--- src/sv/lbc_pkg.sv ---
// ----------------------------------------------------------------------------
// lbc_pkg: shared types and constants for the LRU block cache
// Entry geometry, operation codes and the cell command and chain link words.
// ----------------------------------------------------------------------------
package lbc_pkg;

    localparam int ENTRIES     = 16;
    localparam int BLOCK_BYTES = 8;
    localparam int BLK_W       = 8 * BLOCK_BYTES;
    localparam int RANK_W      = (ENTRIES > 1) ? $clog2(ENTRIES) : 1;
    localparam int OCC_W       = $clog2(ENTRIES + 1);
    localparam int CAP_W       = 5;
    localparam int LEN_W       = 4;
    localparam int FILE_W      = 32;
    localparam int OFF_W       = 64;
    localparam int DATA_W      = 64;
    localparam logic [CAP_W-1:0] CAPACITY_RESET = 5'd16;

    // request function codes
    localparam logic [1:0] FUNC_GET = 2'd0;
    localparam logic [1:0] FUNC_PUT = 2'd1;
    localparam logic [1:0] FUNC_INV = 2'd2;

    // cell update codes
    localparam logic [2:0] OP_NONE    = 3'd0;
    localparam logic [2:0] OP_PROMOTE = 3'd1;
    localparam logic [2:0] OP_REWRITE = 3'd2;
    localparam logic [2:0] OP_REMOVE  = 3'd3;
    localparam logic [2:0] OP_INSERT  = 3'd4;

    typedef struct packed {
        logic              cmp;
        logic [2:0]        op;
        logic [FILE_W-1:0] file;
        logic [OFF_W-1:0]  off;
        logic [LEN_W-1:0]  slen;
        logic [BLK_W-1:0]  sblock;
        logic [RANK_W-1:0] hit_rank;
        logic [RANK_W-1:0] victim_rank;
        logic              evict;
    } cmd_t;

    typedef struct packed {
        logic              hit_found;
        logic              free_taken;
        logic [RANK_W-1:0] rank;
        logic [LEN_W-1:0]  len;
        logic [BLK_W-1:0]  block;
    } link_t;

    function automatic logic [BLK_W-1:0] byte_mask(input logic [LEN_W-1:0] n);
        logic [BLK_W-1:0] m;
        m = '0;
        for (int b = 0; b < BLOCK_BYTES; b++)
        begin
            m[8*b +: 8] = (LEN_W'(b) < n) ? 8'hFF : 8'h00;
        end
        return m;
    endfunction

endpackage

--- src/sv/lbc_cell.sv ---
// ----------------------------------------------------------------------------
// lbc_cell: one cache entry
// Holds key, block and recency rank; joins the hit and free-slot chains.
// ----------------------------------------------------------------------------
module lbc_cell (
    input  logic          clk,
    input  logic          rst_n,
    input  lbc_pkg::cmd_t  cmd,
    input  lbc_pkg::link_t link_in,
    output lbc_pkg::link_t link_out
);
    import lbc_pkg::*;

    logic              valid_reg;
    logic              match_reg;
    logic              victim_reg;
    logic [FILE_W-1:0] file_reg;
    logic [OFF_W-1:0]  off_reg;
    logic [LEN_W-1:0]  len_reg;
    logic [BLK_W-1:0]  block_reg;
    logic [RANK_W-1:0] rank_reg;

    logic sel;
    logic free_cand;
    logic take;
    logic gone;

    assign sel       = match_reg & ~link_in.hit_found;
    assign gone      = victim_reg & cmd.evict;
    assign free_cand = ~valid_reg | gone;
    assign take      = free_cand & ~link_in.free_taken;

    always_comb
    begin
        link_out.hit_found  = link_in.hit_found | match_reg;
        link_out.free_taken = link_in.free_taken | free_cand;
        link_out.rank       = sel ? rank_reg  : link_in.rank;
        link_out.len        = sel ? len_reg   : link_in.len;
        link_out.block      = sel ? block_reg : link_in.block;
    end

    always_ff @(posedge clk or negedge rst_n)
    begin
        if (!rst_n)
        begin
            valid_reg  <= 1'b0;
            match_reg  <= 1'b0;
            victim_reg <= 1'b0;
        end
        else
        begin
            if (cmd.cmp)
            begin
                match_reg  <= valid_reg && file_reg == cmd.file && off_reg == cmd.off;
                victim_reg <= valid_reg && rank_reg == cmd.victim_rank;
            end
            case (cmd.op)
                OP_REMOVE: if (sel) valid_reg <= 1'b0;
                OP_INSERT:
                begin
                    if (take)
                        valid_reg <= 1'b1;
                    else if (gone)
                        valid_reg <= 1'b0;
                end
                default: ;
            endcase
        end
    end

    always_ff @(posedge clk)
    begin
        case (cmd.op) inside
            OP_PROMOTE, OP_REWRITE:
            begin
                if (sel)
                begin
                    rank_reg <= '0;
                    if (cmd.op == OP_REWRITE)
                    begin
                        len_reg   <= cmd.slen;
                        block_reg <= cmd.sblock;
                    end
                end
                else if (valid_reg && rank_reg < cmd.hit_rank)
                    rank_reg <= rank_reg + 1'b1;
            end
            OP_REMOVE:
            begin
                if (!sel && valid_reg && rank_reg > cmd.hit_rank)
                    rank_reg <= rank_reg - 1'b1;
            end
            OP_INSERT:
            begin
                if (take)
                begin
                    file_reg  <= cmd.file;
                    off_reg   <= cmd.off;
                    len_reg   <= cmd.slen;
                    block_reg <= cmd.sblock;
                    rank_reg  <= '0;
                end
                else if (valid_reg && !gone)
                    rank_reg <= rank_reg + 1'b1;
            end
            default: ;
        endcase
    end

endmodule

--- src/sv/lru_block_cache.sv ---
// ----------------------------------------------------------------------------
// lru_block_cache: fully associative block cache with LRU replacement
// Top level: request sequencer, cell chain, result register, capacity reg.
// ----------------------------------------------------------------------------
// Usage
//   Request channel (in_valid/in_ready) carries one word: func, file_id,
//   offset, length, write_data. func 0 = get, 1 = put, 2 = invalidate.
//   Response channel (out_valid/out_ready) returns one word per request:
//   status (1 = get miss), read_len, read_data.
//   Config channel (cfg_valid/cfg_ready) writes capacity; always ready.
//   Write it only while no request is in flight.
// Timing
//   Each request passes a compare state, where every cell matches the key
//   in parallel, then an update state, where the hit and free-slot chains
//   pick one cell and the affected ranks move. Result appears the cycle after
//   the update. A new request is taken in the idle state or in the update
//   state of the one before, so two requests never share the cell chain.
// Reset
//   All entries invalid, occupancy 0, capacity 16. No clearing pass.
// Stall
//   The result sits in an output register; while it waits, the update of
//   the request behind it and the intake of the next request both hold off
//   until the register frees up.
// ----------------------------------------------------------------------------
module lru_block_cache (
    input  logic                      clk,
    input  logic                      rst_n,
    input  logic                      cfg_valid,
    output logic                      cfg_ready,
    input  logic [lbc_pkg::CAP_W-1:0] cfg_data,
    input  logic                      in_valid,
    output logic                      in_ready,
    input  logic [1:0]                func,
    input  logic [31:0]               file_id,
    input  logic [63:0]               offset,
    input  logic [3:0]                length,
    input  logic [63:0]               write_data,
    output logic                      out_valid,
    input  logic                      out_ready,
    output logic                      status,
    output logic [3:0]                read_len,
    output logic [63:0]               read_data
);
    import lbc_pkg::*;

    localparam logic [1:0] ST_IDLE = 2'd0;
    localparam logic [1:0] ST_CMP  = 2'd1;
    localparam logic [1:0] ST_UPD  = 2'd2;

    logic [1:0]        state_reg, state_next;
    logic [CAP_W-1:0]  cap_reg;
    logic [OCC_W-1:0]  occ_reg, occ_next;
    logic [1:0]        func_reg;
    logic [FILE_W-1:0] file_reg;
    logic [OFF_W-1:0]  off_reg;
    logic [LEN_W-1:0]  len_reg;
    logic [DATA_W-1:0] wdata_reg;

    logic              out_valid_reg;
    logic              status_reg;
    logic [LEN_W-1:0]  bytes_reg;
    logic [DATA_W-1:0] rdata_reg;

    cmd_t  cmd;
    link_t link [ENTRIES+1];

    logic             accept;
    logic             upd_go;
    logic             get_hit;
    logic             evict;
    logic [OCC_W-1:0] eff_cap;
    logic [LEN_W-1:0] slen;

    assign cfg_ready = 1'b1;
    assign upd_go    = (state_reg == ST_UPD) && (!out_valid_reg || out_ready);
    assign in_ready  = (state_reg == ST_IDLE) || upd_go;
    assign accept    = in_valid && in_ready;

    // capacity clamp: 0 acts as 1, above ENTRIES acts as ENTRIES
    always_comb
    begin
        if (cap_reg == '0)
            eff_cap = OCC_W'(1);
        else if (32'(cap_reg) > 32'(ENTRIES))
            eff_cap = OCC_W'(ENTRIES);
        else
            eff_cap = OCC_W'(cap_reg);
    end

    assign evict = (occ_reg >= eff_cap) && (occ_reg != '0);
    assign slen  = (32'(len_reg) > 32'(BLOCK_BYTES)) ? LEN_W'(BLOCK_BYTES) : len_reg;

    // a hit only counts for get
    assign get_hit = (func_reg == FUNC_GET)
                  && link[ENTRIES].hit_found
                  && 32'(len_reg) <= 32'(BLOCK_BYTES)
                  && link[ENTRIES].len >= len_reg;

    always_comb
    begin
        cmd.cmp         = (state_reg == ST_CMP);
        cmd.file        = file_reg;
        cmd.off         = off_reg;
        cmd.slen        = slen;
        cmd.sblock      = wdata_reg[BLK_W-1:0] & byte_mask(slen);
        cmd.hit_rank    = link[ENTRIES].rank;
        cmd.victim_rank = RANK_W'(occ_reg - 1'b1);
        cmd.evict       = evict;
        cmd.op          = OP_NONE;
        if (upd_go)
        begin
            unique case (func_reg)
                FUNC_GET: cmd.op = get_hit ? OP_PROMOTE : OP_NONE;
                FUNC_PUT: cmd.op = link[ENTRIES].hit_found ? OP_REWRITE : OP_INSERT;
                FUNC_INV: cmd.op = link[ENTRIES].hit_found ? OP_REMOVE : OP_NONE;
                default:  cmd.op = OP_NONE;
            endcase
        end
    end

    assign link[0] = '0;

    for (genvar i = 0; i < ENTRIES; i++)
    begin : g_cell
        lbc_cell u_cell (
            .clk      (clk),
            .rst_n    (rst_n),
            .cmd      (cmd),
            .link_in  (link[i]),
            .link_out (link[i+1])
        );
    end

    // occupancy follows insert (net of eviction) and remove
    always_comb
    begin
        occ_next = occ_reg;
        case (cmd.op)
            OP_INSERT:
                if (link[ENTRIES].free_taken)
                    occ_next = occ_reg - OCC_W'(evict) + 1'b1;
                else
                    occ_next = occ_reg - OCC_W'(evict);
            OP_REMOVE: occ_next = occ_reg - 1'b1;
            default: ;
        endcase
    end

    always_comb
    begin
        state_next = state_reg;
        unique case (state_reg)
            ST_IDLE: if (accept) state_next = ST_CMP;
            ST_CMP:  state_next = ST_UPD;
            ST_UPD:  if (upd_go) state_next = accept ? ST_CMP : ST_IDLE;
            default: state_next = ST_IDLE;
        endcase
    end

    always_ff @(posedge clk or negedge rst_n)
    begin
        if (!rst_n)
        begin
            state_reg     <= ST_IDLE;
            cap_reg       <= CAPACITY_RESET;
            occ_reg       <= '0;
            out_valid_reg <= 1'b0;
        end
        else
        begin
            state_reg <= state_next;
            occ_reg   <= occ_next;
            if (cfg_valid && cfg_ready)
                cap_reg <= cfg_data;
            if (upd_go)
                out_valid_reg <= 1'b1;
            else if (out_ready)
                out_valid_reg <= 1'b0;
        end
    end

    always_ff @(posedge clk)
    begin
        if (accept)
        begin
            func_reg  <= func;
            file_reg  <= file_id;
            off_reg   <= offset;
            len_reg   <= length;
            wdata_reg <= write_data;
        end
        if (upd_go)
        begin
            status_reg <= (func_reg == FUNC_GET) && !get_hit;
            bytes_reg  <= get_hit ? len_reg : '0;
            rdata_reg  <= get_hit
                ? DATA_W'(link[ENTRIES].block & byte_mask(len_reg)) : '0;
        end
    end

    assign out_valid = out_valid_reg;
    assign status    = status_reg;
    assign read_len  = bytes_reg;
    assign read_data = rdata_reg;

endmodule

--- config.mk ---
export PLATFORM = sky130hd
export DESIGN_NAME = lru_block_cache
export DESIGN_NICKNAME = d
export VERILOG_FILES = /design/src/sv/lbc_pkg.sv /design/src/sv/lbc_cell.sv /design/src/sv/lru_block_cache.sv
export SDC_FILE = /design/constraint.sdc
export NUM_CORES = 2
export LEC_CHECK = 0
export BUFFER_PORTS_ARGS = -buffer_cell sky130_fd_sc_hd__buf_4
export CELL_PAD_IN_SITES_DETAIL_PLACEMENT = 0
export CELL_PAD_IN_SITES_GLOBAL_PLACEMENT = 2
export CORE_UTILIZATION = 23
export DETAILED_ROUTE_END_ITERATION = 8
export MAX_ROUTING_LAYER = met4
export PLACE_DENSITY = 0.5
export SKIP_LAST_GASP = 1
export SLEW_MARGIN = 10
export SYNTH_ARGS = -nofsm -noshare
export SYNTH_HDL_FRONTEND = slang
export SYNTH_SLANG_ARGS = --single-unit
--- constraint.sdc ---
create_clock -name clk -period 13.15 [get_ports clk]
set_input_delay 3.2875 -clock clk [delete_from_list [all_inputs] [get_ports clk]]
set_output_delay 3.2875 -clock clk [all_outputs]
set_load 0.005 [all_outputs]
Word level (Yosys, flattened, before mapping)
Cells that the tools add are included.
- output and inout bits: 72
- register bits: 2984
- input bits: 176
- bitwise gates (word level): 142
- magnitude comparators: 53
- multiplexer cells: 434
- reduce and logical (&&, ||, !) cells: 261
- equal/unequal tests: 140
- add/sub/neg operators: 35
- operators with widths (kind ; count):
    $mux 64 ; 97
    $eq 64x64->1 ; 16
    $mux 4 ; 242
    $eq 32x32->1 ; 16
    $and 64x64->64 ; 2
    $mux 8 ; 16
    $reduce_and 4->1 ; 32
    $logic_and 1x1->1 ; 119
    $ne 3x1->1 const B ; 32
    $reduce_and 5->1 ; 16
    $ne 2x1->1 const B ; 33
    $add 4x1->4 const B ; 16
    $eq 4x4->1 ; 16
    $gt 4x4->1 ; 16
    $lt 4x4->1 ; 16
    $reduce_bool 4->1 ; 16
    $sub 4x1->4 const B ; 16
    $mux 1 ; 52
    $not 1->1 ; 48
    $reduce_and 3->1 ; 16
    $and 1x1->1 ; 46
    $or 1x1->1 ; 46
    $ne 3x2->1 const B ; 15
    $reduce_bool 2->1 ; 19
    33 further kinds ; 106

Logic depth before layout (Yosys ltp)
- word-level depth: 27
- depth in mapped cells: 23
- mapped depth without buffers: 17

Hierarchy
A second synthesis with hierarchy kept.
- cell total of the unflattened synthesis: 11006
- area, all modules: 133271.6 um2
- modules (own cells, without submodules) (module ; times used ; seq. area each (um2) ; cells each ; area each (um2)):
    lbc_cell at g_cell[13].u_cell ... ; 10 ; 5119.9 ; 660 ; 7796.2
    lbc_cell at g_cell[0].u_cell ... ; 4 ; 5119.9 ; 651 ; 7727.4
    lbc_cell at g_cell[8].u_cell ... ; 2 ; 5119.9 ; 639 ; 7642.3
    lru_block_cache ; 1 ; 7383.3 ; 524 ; 9115.0

Least setup slack after synthesis
Ideal clock, no wire load.
- path type: input -> register
- start: input out_ready
- end: register g_cell[3].u_cell.file_reg[0] (enable)
- path buffers: 3
- required time: 12.481 ns
- arrival time: 12.820 ns
- path slack: -0.339 ns
- stages on the path: 9
- cell sequence: nand2b_1 nand2b_1 inv_1 nand3_1 or2_2 clkbuf_1 clkbuf_1 buf_1 nor3_1
- longest elaborated chain between the ends: 7
- elaborated cells on any way between the ends: 11
- ends and longest elaborated chain (element ; line ; RTL):
    start: declaration ; lru_block_cache.sv:39 ; input logic out_ready,
    $logic_or 1x1->1 (*) ; lru_block_cache.sv:75 ; assign upd_go = (state_reg == ST_UPD) && (!out_valid_reg || out_ready);
    $logic_and 1x1->1 (*) ; lru_block_cache.sv:75 ;
    named net upd_go ; lru_block_cache.sv:68 ; logic upd_go;
    $mux 3 (*) ; lru_block_cache.sv:110 ; if (upd_go)
    $eq 3x2->1 (no line) or $eq 3x1->1 (tied branches) ; n/a ;
    $reduce_or 2->1 ; lbc_cell.sv:73 ; case (cmd.op) inside
    $not 1->1 (no line) ; n/a ;
    $reduce_and 4->1 (no line) (*) ; n/a ;
    end signal: assignment ; lbc_cell.sv:97 ; file_reg <= cmd.file;
    end: declaration ; lbc_cell.sv:17 ; logic [FILE_W-1:0] file_reg;
The timed path passes the listed nets; every way through them passes the cells marked *.
A chain may end at the register's enable or synchronous reset.

Worst setup path after layout
- start: register g_cell[0].u_cell.match_reg
- end: register g_cell[13].u_cell.block_reg[25] (enable)
- longest elaborated chain between the ends: 26
- elaborated cells on any way between the ends: 81
- ends and longest elaborated chain (element ; line ; RTL):
    start: declaration ; lbc_cell.sv:15 ; logic match_reg;
    start signal: assignment ; lbc_cell.sv:54 ; match_reg <= valid_reg && file_reg == cmd.file && off_reg == cmd.off;
    $not 1->1 or $or 1x1->1 (tied branches) ; lbc_cell.sv:28, lbc_cell.sv:35 ;
    $and 1x1->1 (tied with other cells) ; lbc_cell.sv:28 ; assign sel = match_reg & ~link_in.hit_found;
    $mux 4 (tied with other cells) (13 in series) ; lbc_cell.sv:38 ; link_out.len = sel ? len_reg : link_in.len;
    $mux 4 or $and 1x1->1 (tied branches) ; lbc_cell.sv:38, lbc_cell.sv:28 ;
    $mux 4 ; lbc_cell.sv:38 ;
    $ge 4x4->1 ; lru_block_cache.sv:97 ; && link[ENTRIES].len >= len_reg;
    $logic_and 1x1->1 ; lru_block_cache.sv:97 ;
    $mux 1 ; lru_block_cache.sv:113 ; FUNC_GET: cmd.op = get_hit ? OP_PROMOTE : OP_NONE;
    $pmux 3 s3 ; lru_block_cache.sv:112 ; unique case (func_reg)
    $mux 3 ; lru_block_cache.sv:110 ;
    $eq 3x2->1 or $eq 3x1->1 (tied branches) ; n/a ;
    $reduce_or 2->1 ; lbc_cell.sv:73 ;
    $ne 2x1->1 (no line) (tied with other cells) ; n/a ;
    $reduce_and 5->1 (no line) (*) ; n/a ;
    end signal: assignment ; lbc_cell.sv:82 ; block_reg <= cmd.sblock;
    end signal: assignment ; lbc_cell.sv:100 ; block_reg <= cmd.sblock;
    end: declaration ; lbc_cell.sv:20 ; logic [BLK_W-1:0] block_reg;
Every way passes the cells marked *; elsewhere a longest branch is shown, timed or not.

==> metrics <==
maxcap violations=0; GRT Util Overall=17.3%; Final Hold Violating Endpoints=0; Die Wd=729 um; post-route cell area=0.145 mm2; Post-CTS Resized=0; f_max=0.124 GHz; total power draw=22.2 mW; HP Class=reg2reg; layout cells sized above 1=14.5%; Synth cell types=89; CTS root buf=clkbuf_16; die height=729 um; Worst path max stage delay=0.93 ns; Core ar.=0.526 mm2; FP Rows=266; Avg Cell Area, Syn=15.9 um2; TritonCTS clock tree=built; DP HPWL=290000 um; largest area contributor in the netlist=edfxtp_1; setup violators final=0; post-route ant nets=0; status=finished clean; critical-path cell list=or4_1 -> nor4b_4 -> buf_4 -> buf_4 -> a22oi_1 -> nand3_1 -> a221oi_1 -> nand2_1 -> a221oi_1 -> o31ai_1 -> ha_1 -> or3_1 -> o31a_1 -> o311a_1 -> and2_4 -> o41a_1 -> nor2_4 -> buf_4; I/O Pins=248; Syn Nets=7922; critical path endpoint category=flop; sequential fraction of the synthesis area=73.4%; CTS hold repair buffers=0; drt drc=0; initial antenna violation count=48; largest net degree at the start of global routing=87; Yosys warnings=0; Max Root-Sink Buffers=4; Synth Flop Type=edfxtp_1; most frequent CP cell=buf_4; async set-reset flop share out of synthesis=2.04%; RSZ-0062 raised after global routing=no; leakage power=46.1 nW; GP Congestion=0.800; WP data required=13.75 ns; drt pass-1 iters=9; worst rel slew slack=17.2%; global-route wire length before repair=622000 um; total clock sinks=2984; Cells after Synth=7637; synthesis-to-finish area growth=19.4%; CP Launch Type=flop; Port Buf Inserts=246; M1 GR Usage=23.4%; worst hold slack=0.516 ns; dominant cells by area after synthesis=edfxtp_1 (72%), xor2_1 (6.1%), xnor2_1 (5.1%); power density over the cells=152 mW/mm2; per-cell routed wire length=29.8 um; M3 GR Usage=1.82%; Worst path slowest cell=nor2_4; Worst Path Arrival=8.69 ns; Post-DP Area=0.134 mm2; Post-CTS Setup Inserts=0; top cell type's share of synthesized area=72.1%; vias in the first global route=70000; Initial Utilization=23.1%; CTS clk-pin slew, worst paths=0.06 ns; synthesized flop and latch total=2984; final wirelength=460000 um; GRT Residual Overflow=0; Clk Latency, worst-skew pair=1.00 ns; Crit Path Category=reg2reg; Num CTS Buffers=352; worst slew pin tran=1.24 ns; Max FO, Critical Path=43; dpl ws=4.96 ns; global routing's busiest layer=met2; GR Layer Usage met2=28.1%; fin. max-slew vios=0; number of synthesized flops with an enable pin=2923; Vias per Instance=4.58; Fin Clk Skew=0.0800 ns; Tmin final=8.09 ns; Core Util, Final=27.6%; Mapped Area=0.122 mm2; commonest cells in the netlist=edfxtp_1 (2923), xor2_1 (851), xnor2_1 (708), clkbuf_1 (338), nor4_1 (264); nets=8438; H-tree depth=5; fin worst setup slack=5.06 ns; final period utilization=61.5%; Via Count=70700; DIE AREA=0.532 mm2; 1st-iter DRT viols=7225; count leader, synth=edfxtp_1; maximum vdd ir drop=0.105 mV
[critical path, delay by kind of cell, from the launching register on]
| kind | cells | cell delay, ns |
|---|---|---|
| adders and majority gates | 1 | 0.29 |
| buffers and inverters | 3 | 1.84 |
| AOI/OAI and AO/OA | 7 | 1.48 |
| DFF | 1 | 0.68 |
| and+or+nand+nor | 7 | 3.26 |
[through the flow]
| stage | cells | setup TNS [ns] |
|---|---|---|
| 3_5_place_dp | 14800 | 0 |
| 4_1_cts | 15400 | 0 |
| 6_report | 15400 | 0 |
| 3_3_place_gp | 14800 | 0 |
| 5_1_grt | 15400 | 0 |
| 2_1_floorplan | 7637 | -161.44 |
[power breakdown]
group          switching [mW]  internal (mW)  leakage, nW
clock                    4.12           5.56         5.47
sequential              0.102           10.6         27.2
combinational            1.26          0.492         13.3
[layer usage]
layer / vias up / part of all wire (%)
li1: 30500 / -
met1: 37600 / 46
met2: 2015 / 48
met3: 486 / 4.2
met4: 0 / 2.2
met5: - / 0
[placed cells by master (no fill, tap or decap), types with 92 or more instances in the layout]
| master | count |
|---|---|
| edfxtp_1 | 2923 |
| xor2_1 | 850 |
| xnor2_1 | 707 |
| buf_4 | 567 |
| clkbuf_16 | 357 |
| nor4_1 | 257 |
| nand2_1 | 253 |
| nand4_1 | 234 |
| o21ai_0 | 223 |
| a21oi_1 | 212 |
| nor2_1 | 125 |
| nand3_1 | 121 |
| a222oi_1 | 113 |
| inv_1 | 111 |
| a22oi_1 | 110 |
| ha_1 | 109 |
| clkbuf_1 | 92 |
[cell families after synthesis]
family | after synthesis | synth area share (%)
multiplexers | 8 | 0.0699
adder cells (fa/ha/maj) | 109 | 1.12
AO/OA/AOI/OAI | 1141 | 6.70
buffers and inverters | 541 | 1.73
AND/OR/NAND/NOR | 1294 | 5.78
other | 1 | 0.00308
XOR/XNOR | 1559 | 11.2
flip-flops | 2984 | 73.4
[final cells by class]
| type | instances | area [um2] |
|---|---|---|
| Fill cell | 52800 | 381000 |
| Timing Repair Buffer | 589 | 4700 |
| Sequential cell | 2984 | 89300 |
| Inverter | 114 | 430 |
| Tap cell | 6968 | 8720 |
| Antenna cell | 22 | 55.1 |
| Multi-Input combinational cell | 4112 | 30900 |
| Clock inverter | 200 | 1930 |
| Clock buffer | 451 | 9310 |
[worst paths after layout]
kind	start	to	slack, ns	depth (start not counted)
min in group asynchronous	rst_n	out_valid$_DFFE_PN0P_	2.36	1
worst max-delay path	g_cell[0].u_cell.match_reg$_DFFE_PN0N_	g_cell[13].u_cell.block_reg[25]$_DFFE_PP_	5.06	18
worst min register to register	cap_reg[0]$_DFFE_PN0P_	cap_reg[0]$_DFFE_PN0P_	0.52	1
max in group asynchronous	rst_n	g_cell[1].u_cell.match_reg$_DFFE_PN0N_	9.73	2
worst min-delay path	cap_reg[0]$_DFFE_PN0P_	cap_reg[0]$_DFFE_PN0P_	0.52	1
worst max register to register	g_cell[0].u_cell.match_reg$_DFFE_PN0N_	g_cell[13].u_cell.block_reg[25]$_DFFE_PP_	5.06	18
(Power assumes the default switching activity.)
